<file path="src/design/pbs_ram.sv">
// ----------------------------------------------------------------------------
// pbs_ram
// Generic single-write, single-read RAM with a registered read port.
// ----------------------------------------------------------------------------
module pbs_ram #(
   parameter int WIDTH = 8,
   parameter int DEPTH = 16
) (
   input  logic                                      clock,
   input  logic                                      wr_en,
   input  logic [((DEPTH > 1) ? $clog2(DEPTH) : 1)-1:0] wr_addr,
   input  logic [WIDTH-1:0]                          wr_data,
   input  logic [((DEPTH > 1) ? $clog2(DEPTH) : 1)-1:0] rd_addr,
   output logic [WIDTH-1:0]                          rd_data
);

   logic [WIDTH-1:0] mem_ff [DEPTH];
   logic [WIDTH-1:0] rd_data_ff;

   always_ff @(posedge clock) begin
      if (wr_en) begin
         mem_ff[wr_addr] <= wr_data;
      end
      rd_data_ff <= mem_ff[rd_addr];
   end

   assign rd_data = rd_data_ff;

endmodule

</file>
<file path="config.mk">
export PLATFORM = sky130hd
export DESIGN_NAME = pbs_ram
export DESIGN_NICKNAME = d
export VERILOG_FILES = /design/src/design/pbs_ram.sv
export SDC_FILE = /design/constraint.sdc
export NUM_CORES = 1
export LEC_CHECK = 0
export BUFFER_PORTS_ARGS = -buffer_cell sky130_fd_sc_hd__buf_2
export CAP_MARGIN = 10
export CORE_MARGIN = 5
export CORE_UTILIZATION = 59
export DETAILED_ROUTE_END_ITERATION = 10
export PLACE_DENSITY = 0.87
export SYNTH_ARGS = -nofsm -noshare
export SYNTH_HDL_FRONTEND = slang
export SYNTH_SLANG_ARGS = --single-unit
</file>
<file path="constraint.sdc">
create_clock -name clock -period 2.4 [get_ports clock]
set_input_delay 0.72 -clock clock [delete_from_list [all_inputs] [get_ports clock]]
set_output_delay 0.72 -clock clock [all_outputs]
set_load 0.1 [all_outputs]
</file>
==> Word-level counts from Yosys, hierarchy flattened <==
Memories as Yosys holds them, arrays and structs flattened. A register that Yosys moved wholly into a read port is not among the register bits.
Cells that the tools add are included.
{ "word_totals": {"elab_cells": 3, "input_bits": 18, "rom_bits": 0, "latch_bits": 0, "regBits": 0, "out_inout_bits": 8, "ramBits": 128, "memories": 1} }
{ "mem_list": {"columns": ["name", "depth", "width", "read_ports", "rd_ports_with_merged_regs", "wr", "line_no", "rtl"], "rows": [
  ["mem_ff", 16, 8, 1, 1, 1, "17", "logic [WIDTH-1:0] mem_ff [DEPTH];"]
]} }
{ "classes": {"eq_ne": 0, "n_reduce_logical": 0, "mul": 0, "mux": 2, "bitwise_logic": 0, "shifts": 0, "n_div": 0, "order_cmp": 0, "n_addsub": 0} }
{ "op_table": {"columns": ["cell", "n"], "rows": [
  ["$mux W1", 2]
]} }

==> Depth between registers and ports, before layout <==
{ "logic_depth": {"ltp_word": 2, "mapped_depth": 5, "ltp_nobuf": 3} }

==> Worst setup path before layout <==
OpenSTA, ideal clock, no wires.
{ "synth_path": {"path_type": "input-to-reg", "from": "in wr_addr[2] (netlist bit)", "to": "mem mem_ff[0][0] (enable)", "stages": 2, "required_time_ps": 2017, "n_path_buf": 0, "setup_time_ps": 383, "path_slack_ps": 187, "arrival_ps": 1830, "path_cell_list": "or3b_2 > nor3_1"} }
{ "synth_rtl": {"columns": ["item", "line_no", "rtl"], "rows": [
  ["start: declaration", "11", "input logic [((DEPTH > 1) ? $clog2(DEPTH) : 1)-1:0] wr_addr,"],
  ["end: declaration", "17", null]
]} }
No word-level cell before the write port.

==> Final worst setup path <==
{ "layout_path": {"from": "reg rd_data_ff[6] (netlist: rd_data[6]) (read register of mem_ff)", "to": "out rd_data[6]"} }
{ "layout_rtl": {"columns": ["item", "line_no", "rtl"], "rows": [
  ["start: declaration", "18", "logic [WIDTH-1:0] rd_data_ff;"],
  ["end: declaration", "14", "output logic [WIDTH-1:0] rd_data"]
]} }
No word-level cell between the ends.

==> summary.txt <==
Outcome
  • Status: complete, no violations

Detailed routing
  • DR WL/cell: 25.6 um
  • Initial DRT Pass Iterations: 5
  • Total number of vias: 2,577
  • DRT iter0 DRCs: 231
  • Drt drc: 0
  • Vias/cell: 6.38
  • Routed Antenna Nets: 0
  • Routed WL: 10,400 um

Global route
  • Pin count of the biggest net entering global routing: 24
  • Remaining global-route overflow: 0
  • GRT Total Usage: 21.8%
  • First-pass GRT wire length: 16,100 um
  • Via count of the first global-routing pass: 2,700
  • Initial antenna violation count: 0

Power
  • Pwr/cell area: 910 nW/um^2
  • Worst vdd ir: 0.480 mV
  • NetSw: 1.17 mW
  • Leak: 2.09 nW
  • Share of total power in combinational logic: 6.6%
  • Switching Fraction: 21.2%
  • Internal: 4.37 mW
  • Clock group share of total power: 45.1%
  • Sequential Power Share: 48.3%

Logic synthesis
  • Top_reg_cell synth: edfxtp_1
  • Seq/Total Area, Yosys: 77.8%
  • Async SR Flop Fraction: 0%
  • Synth top area cells: edfxtp_1 (75%), mux4_2 (7.9%), mux4_1 (7.1%)
  • EDFF count, synth: 128
  • Yosys Warn Count: 0
  • Syn Inst Count: 229
  • Count leader, synth: edfxtp_1
  • Yosys top cell area share: 74.7%
  • Synth area leader: edfxtp_1
  • Synth top cells by count: edfxtp_1 (128), mux4_2 (18), a22oi_1 (16), mux4_1 (14), nor2_1 (13)
  • Syn_nets: 247
  • Mapped Area: 5150 um^2
  • Syn avg cell area: 22.5 um^2
  • Register bit count reported by yosys: 136
  • Synth cell types: 19

Place
  • Routability Congestion: 0.785
  • Worst slack, placed: 0.261 ns
  • DP HPWL: 6200 um
  • IO buf count: 25

Final layout
  • Share of cells above drive strength 1: 31.1%
  • Ant. Diodes: 0
  • Post-layout net count: 301
  • Final Util: 70.8%
  • Syn-to-layout area delta: 18.2%
  • Fillcell total: 481

Setup path
  • Worst Path Required: 1.68 ns
  • Largest fanout on the critical path: 1
  • CP delay by family, top: buffers and inverters
  • CP startpoint: rd_data[6]
  • CP endpoint kind: output pin
  • CP Cell Sequence: buf_2
  • FF-to-FF Start: mem_ff[2][3]
  • Worst Setup Start Kind: flip-flop
  • Kind of critical path: reg2out
  • Slowest-stage cell, CP: buf_2
  • Critical path buffers and inverters: 1
  • Max stage delay on crit path: 0.44 ns
  • CP arrival: 1.31 ns

Clock tree
  • Cts bufs inserted: 17
  • Clock sink total: 136
  • CTS Root Cell: clkbuf_8
  • H-tree depth: 4
  • Clock Latency Late Sink: 0.51 ns
  • CTS tree: yes
  • Clock buffer depth: 2
  • Clock transition at path regs: 0.06 ns
  • # resized after CTS: 0
  • Hold-fix buffers at CTS: 0
  • Post-CTS setup buffer count: 0

Timing
  • Post-layout worst setup margin: 0.365 ns
  • Worst-margin pin slew: 0.704 ns
  • Final Slew Violations: 0
  • Slew HR: 52.9%
  • Setup TNS: 0 ns
  • Fin crit period: 2.03 ns
  • Max Fclk: 491 MHz
  • RSZ-0062 raised after global routing: false
  • Clk_skew: 0.00809 ns
  • Final-report hold violation count: 0
  • Fin crit share: 84.8%
  • Final setup fails: 0

Floorplanning
  • IO Count: 26
  • Die Span Y: 103 um
  • DIE WIDTH: 103 um
  • Initial Utilization: 59.9%
  • Std cell rows: 34
  • Core Box Area: 8590 um^2
  • Die Area: 10,700 um^2

Min path
  • Hold Crit Start: wr_data[2]
  • Min-Delay Path Class: in2reg

Job
  • Max-cap violations: 0
-- metrics by stage --
| stage | hold WS (ns) | cell area, um^2 | instances | total power, mW |
|---|---|---|---|---|
| 2_1_floorplan | 0.629 | 5150 | 229 | 2.97 |
| 3_3_place_gp | 0.646 | 5510 | 372 | 3.07 |
| 3_5_place_dp | 0.669 | 5510 | 372 | 3.08 |
| 4_1_cts | 0.573 | 6080 | 404 | 5.57 |
| 5_1_grt | 0.584 | 6080 | 404 | 5.73 |
| 6_report | 0.593 | 6080 | 404 | 5.54 |
-- registers in the layout, summed over array words and instances (netlist names) --
| name | flops |
|---|---|
| mem_ff | 128 |
| rd_data | 8 |
-- layer usage --
layer  wire length, um  share of wire, %  vias up  global-route usage [%]
met5                 0                 0        -                       0
met4               237               2.3        0                    9.36
met3               791               7.6       22                    6.37
met2              5300                51      159                    34.4
met1              4020                39     1316                    28.7
li1                  -                 -     1080                       -
-- path summary, 6_finish.rpt --
path / endpoint / slack [ns] / cells after the start
worst max register to register: rd_data[3] / 0.94 / 3
worst min register to register: rd_data[0] / 0.69 / 3
worst min-delay path: mem_ff[3][2] / 0.59 / 1
worst max-delay path: rd_data[6] / 0.37 / 1
-- power groups by stage --
stage | clock network, mW | registers [mW] | logic, mW
global route | 2.66 | 2.68 | 0.386
floorplan | 0 | 2.83 | 0.135
detailed placement | 0 | 2.72 | 0.362
global placement | 0 | 2.72 | 0.348
CTS | 2.53 | 2.68 | 0.369
finish | 2.50 | 2.67 | 0.368
-- placed cells by master (no fill, tap or decap) --
master,count
nand2_1,9
buf_12,3
nor2_1,13
and2_1,1
edfxtp_1,128
nor3_1,4
mux4_1,14
nand3_1,1
clkinv_2,5
nor2b_1,1
mux4_2,18
bufinv_16,3
buf_2,25
dfxtp_1,8
buf_4,17
clkbuf_8,2
clkinvlp_4,2
clkbuf_16,16
or3b_2,1
a22oi_1,16
nand3b_1,2
clkbuf_1,4
and2b_1,1
nand2b_1,2
-- kinds of logic after synthesis --
group | Yosys count | share of synthesized area [%]
mux | 32 | 15.0
flops | 136 | 77.8
simple gates | 35 | 3.18
compound gates | 16 | 2.33
buf+inv | 10 | 1.68
-- final cells by class --
type                            instances  area, um^2  share of cell area, %
Clock inverter                         10         130                   2.14
Sequential cell                       136        4000                   65.8
Timing Repair Buffer                   45         313                   5.14
Tap cell                              108         135                   2.22
Multi-Input combinational cell         83        1060                   17.4
Clock buffer                           22         443                   7.28
(Power assumes the default switching activity.)
