===== config.mk =====
export PLATFORM = sky130hd
export DESIGN_NAME = pbs_divc
export DESIGN_NICKNAME = d
export VERILOG_FILES = /design/src/design/pbs_pkg.sv /design/src/design/pbs_divc.sv
export SDC_FILE = /design/constraint.sdc
export NUM_CORES = 2
export LEC_CHECK = 0
export BUFFER_PORTS_ARGS = -buffer_cell sky130_fd_sc_hd__clkbuf_2
export CAP_MARGIN = 40
export CORE_MARGIN = 4
export CORE_UTILIZATION = 50
export DETAILED_ROUTE_END_ITERATION = 8
export PLACE_DENSITY_LB_ADDON = 0.3
export SETUP_SLACK_MARGIN = 0.1
export SYNTH_ARGS = -nofsm -noshare
export SYNTH_HDL_FRONTEND = slang
export SYNTH_SLANG_ARGS = --single-unit

===== constraint.sdc =====
create_clock -name clock -period 10.2 [get_ports clock]
set_input_delay 0.51 -clock clock [delete_from_list [all_inputs] [get_ports clock]]
set_output_delay 0.51 -clock clock [all_outputs]
set_load 0.02 [all_outputs]

===== src/design/pbs_pkg.sv =====
// ----------------------------------------------------------------------------
// pbs_pkg
// Shared types, codes and helpers of the particle step block.
// ----------------------------------------------------------------------------
package pbs_pkg;

   localparam int REQ_DATA_W = 80;
   localparam int RSP_DATA_W = 136;
   localparam int OPC_W      = 2;
   localparam int CSR_IDX_W  = 3;
   localparam int CSR_DATA_W = 32;
   localparam int HIT_W      = 6;
   localparam int MUL_W      = 27;

   localparam logic [HIT_W-1:0] HIT_MAX     = 6'd63;
   // floor(2^32 / divisor); the quotient estimate is at most one low.
   localparam logic [MUL_W-1:0] DIV60_MUL   = 27'd71582788;
   localparam logic [MUL_W-1:0] DIV7200_MUL = 27'd596523;

   typedef enum logic [OPC_W-1:0] {
      OPC_LOAD  = 2'd0,
      OPC_FORCE = 2'd1,
      OPC_STEP  = 2'd2
   } opcode_type;

   typedef enum logic [CSR_IDX_W-1:0] {
      CSR_GRAVITY  = 3'd0,
      CSR_BOUNCE   = 3'd1,
      CSR_FRICTION = 3'd2,
      CSR_LIMIT_X  = 3'd3,
      CSR_LIMIT_Y  = 3'd4,
      CSR_POINTS   = 3'd5
   } csr_index_type;

   typedef enum logic [1:0] {
      DOP_DIV60,
      DOP_DIV7200,
      DOP_REFLECT
   } dop_type;

   typedef enum logic [3:0] {
      ST_IDLE,
      ST_READ,
      ST_DIV,
      ST_INTEG,
      ST_WALL,
      ST_WALK,
      ST_HIT,
      ST_FINAL,
      ST_DONE
   } state_type;

   typedef struct packed {
      logic signed [31:0] pos_x;
      logic signed [31:0] pos_y;
      logic signed [31:0] vel_x;
      logic signed [31:0] vel_y;
      logic [9:0]         radius;
   } entry_type;

   localparam int ENTRY_W = $bits(entry_type);

   typedef struct packed {
      logic busy;
      logic valid;
      logic hit;
   } ovl_status_type;

   function automatic logic signed [31:0] sat32(input logic signed [35:0] v);
      if (v > 36'sh07FFFFFFF) begin
         return 32'sh7FFFFFFF;
      end else if (v < 36'shF80000000) begin
         return 32'sh80000000;
      end
      return v[31:0];
   endfunction

   function automatic logic signed [32:0] abs33(input logic signed [31:0] v);
      return v[31] ? -33'(v) : 33'(v);
   endfunction

endpackage


===== src/design/pbs_divc.sv =====
// ----------------------------------------------------------------------------
// pbs_divc
// Two-stage unit for rounded division by 60 or 7200 and bounce reflection.
// ----------------------------------------------------------------------------
module pbs_divc (
   input  logic                  clock,
   input  pbs_pkg::dop_type      op,
   input  logic signed [31:0]    value,
   input  logic [16:0]           bounce,
   output logic signed [33:0]    result
);

   logic                        neg;
   logic [31:0]                 mag;
   logic [31:0]                 num_in;
   logic [pbs_pkg::MUL_W-1:0]   mulb;
   logic [58:0]                 prod_in;
   logic [58:0]                 prod_ff;
   logic [31:0]                 num_ff;
   logic                        neg_ff;
   pbs_pkg::dop_type            op_ff;
   logic [26:0]                 q_est;
   logic [32:0]                 divisor;
   logic [32:0]                 rem;
   logic [32:0]                 q_div;
   logic [32:0]                 q_refl;
   logic [32:0]                 q_mag;
   logic                        positive;
   logic signed [33:0]          result_in;
   logic signed [33:0]          result_ff;

   always_comb begin
      neg = value[31];
      mag = neg ? (~value + 32'd1) : value;
      unique case (op)
         pbs_pkg::DOP_DIV60: begin
            num_in = mag + 32'd30;
            mulb   = pbs_pkg::DIV60_MUL;
         end
         pbs_pkg::DOP_DIV7200: begin
            num_in = mag + 32'd3600;
            mulb   = pbs_pkg::DIV7200_MUL;
         end
         pbs_pkg::DOP_REFLECT: begin
            num_in = mag;
            mulb   = pbs_pkg::MUL_W'(bounce);
         end
         default: begin
            num_in = mag;
            mulb   = '0;
         end
      endcase
      prod_in = 59'(num_in) * 59'(mulb);
   end

   // Second stage: correct the reciprocal estimate, or round the product.
   always_comb begin
      q_est    = prod_ff[58:32];
      divisor  = (op_ff == pbs_pkg::DOP_DIV7200) ? 33'd7200 : 33'd60;
      rem      = 33'(num_ff) - 33'(q_est) * divisor;
      q_div    = 33'(q_est) + ((rem >= divisor) ? 33'd1 : 33'd0);
      q_refl   = 33'((prod_ff + 59'd32768) >> 16);
      q_mag    = (op_ff == pbs_pkg::DOP_REFLECT) ? q_refl : q_div;
      positive = (op_ff == pbs_pkg::DOP_REFLECT) ? neg_ff : !neg_ff;
      result_in = positive ? $signed(34'(q_mag)) : -$signed(34'(q_mag));
   end

   always_ff @(posedge clock) begin
      prod_ff   <= prod_in;
      num_ff    <= num_in;
      neg_ff    <= neg;
      op_ff     <= op;
      result_ff <= result_in;
   end

   assign result = result_ff;

endmodule


# == Word-level counts from Yosys, hierarchy flattened ==
# Cells that the tools add are included.
# totals
register_bits,128
input_bits,52
out_inout_bits,34
elab_cells,31
# classes
add_sub_neg,7
mul,2
order_cmp,1
eq_ne,4
n_mux,8
bitwise,1
n_reduce_logical,2
# ops
cell,count
$pmux W27 S3,1
$mux W33,2
$pmux W32 S2,1
$mul A32 B27 Y59,1
$add A49 B16 Y49 const B,1
$neg A33 Y34,1
$ge A33 B13 Y1,1
$mul A27 B13 Y33,1
$sub A32 B33 Y33,1
$add A32 B1 Y32 const B,1
$add A32 B12 Y32 const B,1
$add A32 B5 Y32 const B,1
$mux W32,1
$not A32 Y32,1
$add A27 B1 Y28,1
$mux W13,1
$eq A2 B1 Y1 const B,2
$eq A2 B2 Y1 const B,2
$logic_not A2 Y1,1
$mux W1,2
$logic_not A1 Y1,1

# == Depth between registers and ports, before layout ==
# depth
ltp_word,10
ltp_mapped,47

# == Worst setup path before layout ==
# No wires, ideal clock.
# synth_path
path_kind,input port to flip-flop
from,in value[0]
to,reg prod_ff[57]
setup_ps,72
arrival_ps,10275
required_ps,10128
setup_slack_ps,-147
cell_stages,38
path_cell_list,buf_2 -> inv_1 -> clkbuf_1 -> ha_1 -> nor2b_1 -> nand3_1 -> o41ai_1 -> xor2_1 -> or4_1 -> or4_4 -> nor4_4 -> nand2_2 -> xnor2_2 -> buf_6 -> nand2_1 -> fa_1 -> inv_1 -> fa_1 -> [... 2 more ...] -> fa_1 -> fa_1 -> inv_1 -> fa_1 -> inv_1 -> fa_1 -> inv_1 -> ha_1 -> and2_1 -> and3_1 -> nor2b_1 -> a2111oi_0 -> inv_1 -> a22o_1 -> a211oi_1 -> o21bai_1 -> a31oi_1 -> xnor2_1
# synth_between
elab_chain_len,6
# synth_rtl
element,line_no,text
start: declaration,pbs_divc.sv:8,"input logic signed [31:0] value,"
$not A32 Y32,pbs_divc.sv:34,mag = neg ? (~value + 32'd1) : value;
$add A32 B1 Y32,pbs_divc.sv:34,
$mux W32 (*),pbs_divc.sv:34,
$add A32 B12 Y32 / $add A32 B5 Y32 (equally long branches),"pbs_divc.sv:41, pbs_divc.sv:37",
$pmux W32 S2 (*),pbs_divc.sv:35,unique case (op)
via num_in[29],pbs_divc.sv:15,logic [31:0] num_in;
$mul A32 B27 Y59 (*),pbs_divc.sv:53,prod_in = 59'(num_in) * 59'(mulb);
via prod_in[57],pbs_divc.sv:17,logic [58:0] prod_in;
end signal: assignment,pbs_divc.sv:69,prod_ff <= prod_in;
end: declaration,pbs_divc.sv:18,logic [58:0] prod_ff;
# Mark *: on every way through the listed nets, which the timed path passes. The rest lies on a longest branch.
# A chain may end at the register's enable or synchronous reset.

# == Final worst setup path ==
# layout_path
from,reg op_ff[0]
to,"reg result_ff[31], in the netlist result[31]"
# layout_between
elab_chain_len,10
# layout_rtl
element,line_no,text
start: declaration,pbs_divc.sv:21,pbs_pkg::dop_type op_ff;
start signal: assignment,pbs_divc.sv:72,op_ff <= op;
$eq A2 B1 Y1,pbs_divc.sv:59,divisor = (op_ff == pbs_pkg::DOP_DIV7200) ? 33'd7200 : 33'd60;
$mux W13,pbs_divc.sv:59,
$mul A27 B13 Y33,pbs_divc.sv:60,rem = 33'(num_ff) - 33'(q_est) * divisor;
$sub A32 B33 Y33,pbs_divc.sv:60,
$ge A33 B13 Y1,pbs_divc.sv:61,q_div = 33'(q_est) + ((rem >= divisor) ? 33'd1 : 33'd0);
$mux W1,pbs_divc.sv:61,
$add A27 B1 Y28,pbs_divc.sv:61,
$mux W33,pbs_divc.sv:63,q_mag = (op_ff == pbs_pkg::DOP_REFLECT) ? q_refl : q_div;
$neg A33 Y34,pbs_divc.sv:65,result_in = positive ? $signed(34'(q_mag)) : -$signed(34'(q_mag));
$mux W33 (*),pbs_divc.sv:65,
via result_in[31],pbs_divc.sv:29,logic signed [33:0] result_in;
end signal: assignment,pbs_divc.sv:73,result_ff <= result_in;
end: declaration,pbs_divc.sv:30,logic signed [33:0] result_ff;
# Marked as above.

==> impl_metrics.toml <==
[global_route]
grt_usage = 0.286
grt_pass1_wl_mm = 176
grt_max_degree = 44
grt_overflow_total = 0
grt_pass1_vias = 31300
grt_antenna_before_repair = 5

[cts]
cts.sinks = 113
clock-root-buffer = "clkbuf_16"
insertion_delay_ns = 0.44
htree_levels = 4
clkTransAtPathRegs_ns = 0.05
cts_buffer_depth = 2
cts_tree = "done"
numCtsBuffers = 17
cts-hold-fix-buffers = 0

[yosys]
synth_top_area_frac = 0.364
ys.flop_type = "dfxtp_1"
yosysSeqAreaShare = 0.0600
synth_top_area_cell = "fa_1"
yosysUniqueCellTypes = 92
avgSynthCellArea_um2 = 8.52
yosys-top-cells-area = "fa_1, ha_1, inv_1"
ys_ff_latch = 113
synth_cells = 4429
synth_fp_nets = 5666
yosys_warnings = 0
synth_edf_count = 0
ys_async_sr_fraction = 0
syn_area_um2 = 37700

[routing]
wl_per_cell_um = 19.8
vias = 30700
drc = 0
firstDrtPassIters = 6
drt_iter0_markers = 2272
drtAntennaViolNets = 0
wirelength_mm = 112
via_per_inst = 5.42

[status]
status = "finished, final reports clean"

[worst_setup_path]
criticalPathCategory = "register to register"
cp_slowest_cell = "fa_1"
r2r_cells = 35
cp-end-kind = "register"
crit_arrival_ns = 10.09
crit_top_cell = "fa_1"
cpPeakStageDelay_ns = 0.55
path_max_fanout = 25
critPathRequiredTime_ns = 10.56
critPathLaunchType = "register"

[placement]
routabilityCongestion = 0.960
place_area_um2 = 41100
hpwl_mm = 97.2
io_buffers = 85

[layout]
areaGrowthSynthToFinish_pct = 11.7
seq_area_um2 = 2260
fillCellCount = 6856
postLayoutCellArea_um2 = 42100
drive_gt1_frac = 0.114
multi_input_area_um2 = 31400
nets = 5921

[timing]
period_needed_ns = 9.73
tightest_slew_ns = 0.897
maxSlewHeadroom = 0.401
fin_worst_skew_ns = 0.0170
slew_viol_final = 0
final_hold_viol_count = 0
setup_viol = 0
whs_ns = 0.463
fin_tns_setup_ns = 0
fin_crit_sh = 0.954
max_freq_mhz = 103

[die]
die_h_um = 283
start_util = 0.506
die_x_um = 283
num_rows = 100
floorplan.die_area_um2 = 79900
fp.coreArea_um2 = 74600
ios = 86

[hold_path]
hp-class = "primary input to register"
whs_path_depth = 1

[job]
cap_violations = 0
## layout make-up
type	instances	area share
Antenna cell	1	0.0000594
Clock buffer	20	0.0106
Clock inverter	11	0.00330
Inverter	1034	0.0921
Multi-Input combinational cell	3132	0.745
Sequential cell	113	0.0538
Tap cell	969	0.0288
Timing Repair Buffer	386	0.0663
## placed cells by master (no fill, tap or decap), types with 6 or more instances in the layout
master and n:
a211oi_1 15, a21o_1 33, a21oi_1 119, a21oi_2 11, a31oi_1 14, and2_1 112, and3_1 33, and4_1 7
buf_12 6, buf_4 289, clkbuf_16 17, clkbuf_2 85, dfxtp_1 111, fa_1 686, ha_1 492, inv_1 1026
inv_2 7, mux2i_1 15, nand2_1 547, nand2b_1 24, nand3_1 59, nand3b_1 6, nand4_1 24, nor2_1 261
nor2b_1 35, nor3_1 50, nor4_1 17, o211ai_1 11, o21a_1 6, o21ai_0 66, o21bai_1 11, o31ai_1 14
o41ai_1 8, or2_2 14, or3_1 12, or4_1 8, xnor2_1 156, xnor2_2 7, xor2_1 104
## stage by stage
step                utilization  cells  worst slack [ns]
floorplan                     -   4429             0.147
global placement          0.550   5614           -0.0380
detailed placement        0.551   5621           -0.0863
CTS                       0.560   5652             0.102
global route              0.565   5665           -0.0157
finish                    0.565   5666             0.468
## worst max-delay path, delay by kind of cell (launching register included)
| family | cells | cell delay, ns |
|---|---|---|
| DFF | 1 | 0.32 |
| muxes | 1 | 0.12 |
| adders and majority gates | 9 | 3.64 |
| xor gates and xnor gates | 2 | 0.28 |
| and+or+nand+nor | 12 | 3.20 |
| buffers and inverters | 5 | 0.63 |
| AOI/OAI and AO/OA | 6 | 1.46 |
## final timing paths
path | start | endpoint | slack (ns)
worst max-delay path | op_ff[0] | result[31] | 0.47
worst min-delay path | op[0] | op_ff[0] | 0.46
worst max register to register | op_ff[0] | result[31] | 0.47
worst min register to register | neg_ff | result[3] | 0.88
## timing repair
action,4_1_cts,5_1_grt
gates resized for setup,9,65
pin swaps,1,34
gates cloned,0,1
endpoints found under the hold margin,0,0
setup buffers,0,12
setup endpoints to repair,13,39
## registers in the layout (all words and copies together), names as in the netlist
| signal | flops |
|---|---|
| num_ff | 32 |
| neg_ff | 1 |
| op_ff | 2 |
| result | 34 |
| prod_ff | 44 |
## metal layers
| metal | up-vias | share of wire | global-route usage |
|---|---|---|---|
| met2 | 1310 | 0.45 | 0.453 |
| met1 | 15100 | 0.43 | 0.403 |
| met5 | - | 0.000089 | 0 |
| met4 | 2 | 0.032 | 0.0789 |
| met3 | 203 | 0.087 | 0.0562 |
| li1 | 14100 | - | - |
## synthesized netlist by cell type, types with 5 or more instances
cell       number
nand2b_1       26
dfxtp_1       113
o22ai_1         5
xnor2_1       161
nor2_1        263
and4_1          7
nor3_1         55
buf_1           8
nor4_1         19
nand3_1        62
nand4_1        24
ha_1          499
nor2b_1        39
a2111oi_0       5
a31oi_1        14
nand2_1       548
or4_1          10
a22oi_1         5
o31ai_1        16
and2_1        112
a21o_1         33
a21boi_0        7
xor2_1        106
o21a_1          7
nand3b_1        6
o211ai_1       11
o2111ai_1       5
buf_2          16
or3_1          14
fa_1          686
clkbuf_1      125
mux2i_1        16
or2_2          14
and3_1         34
a211oi_1       16
inv_1        1028
o41ai_1         9
o21ai_0        70
o21bai_1       11
a21oi_1       131
## kinds of logic (layout without fill, tap and decap cells)
| logic type | count (synthesis) | in the layout | synth area share |
|---|---|---|---|
| and+or+nand+nor | 1264 | 1264 | 0.156 |
| adders and majority gates | 1185 | 1185 | 0.529 |
| DFF | 113 | 113 | 0.0600 |
| muxes | 19 | 19 | 0.00521 |
| other | 0 | 1 | 0 |
| xor gates and xnor gates | 268 | 269 | 0.0624 |
| AOI/OAI and AO/OA | 395 | 395 | 0.0684 |
| buffers and inverters | 1185 | 1451 | 0.119 |
Power is left out: the tool's default activity adds up to more than one toggle a clock period on the data nets, which glitch-free logic cannot reach.
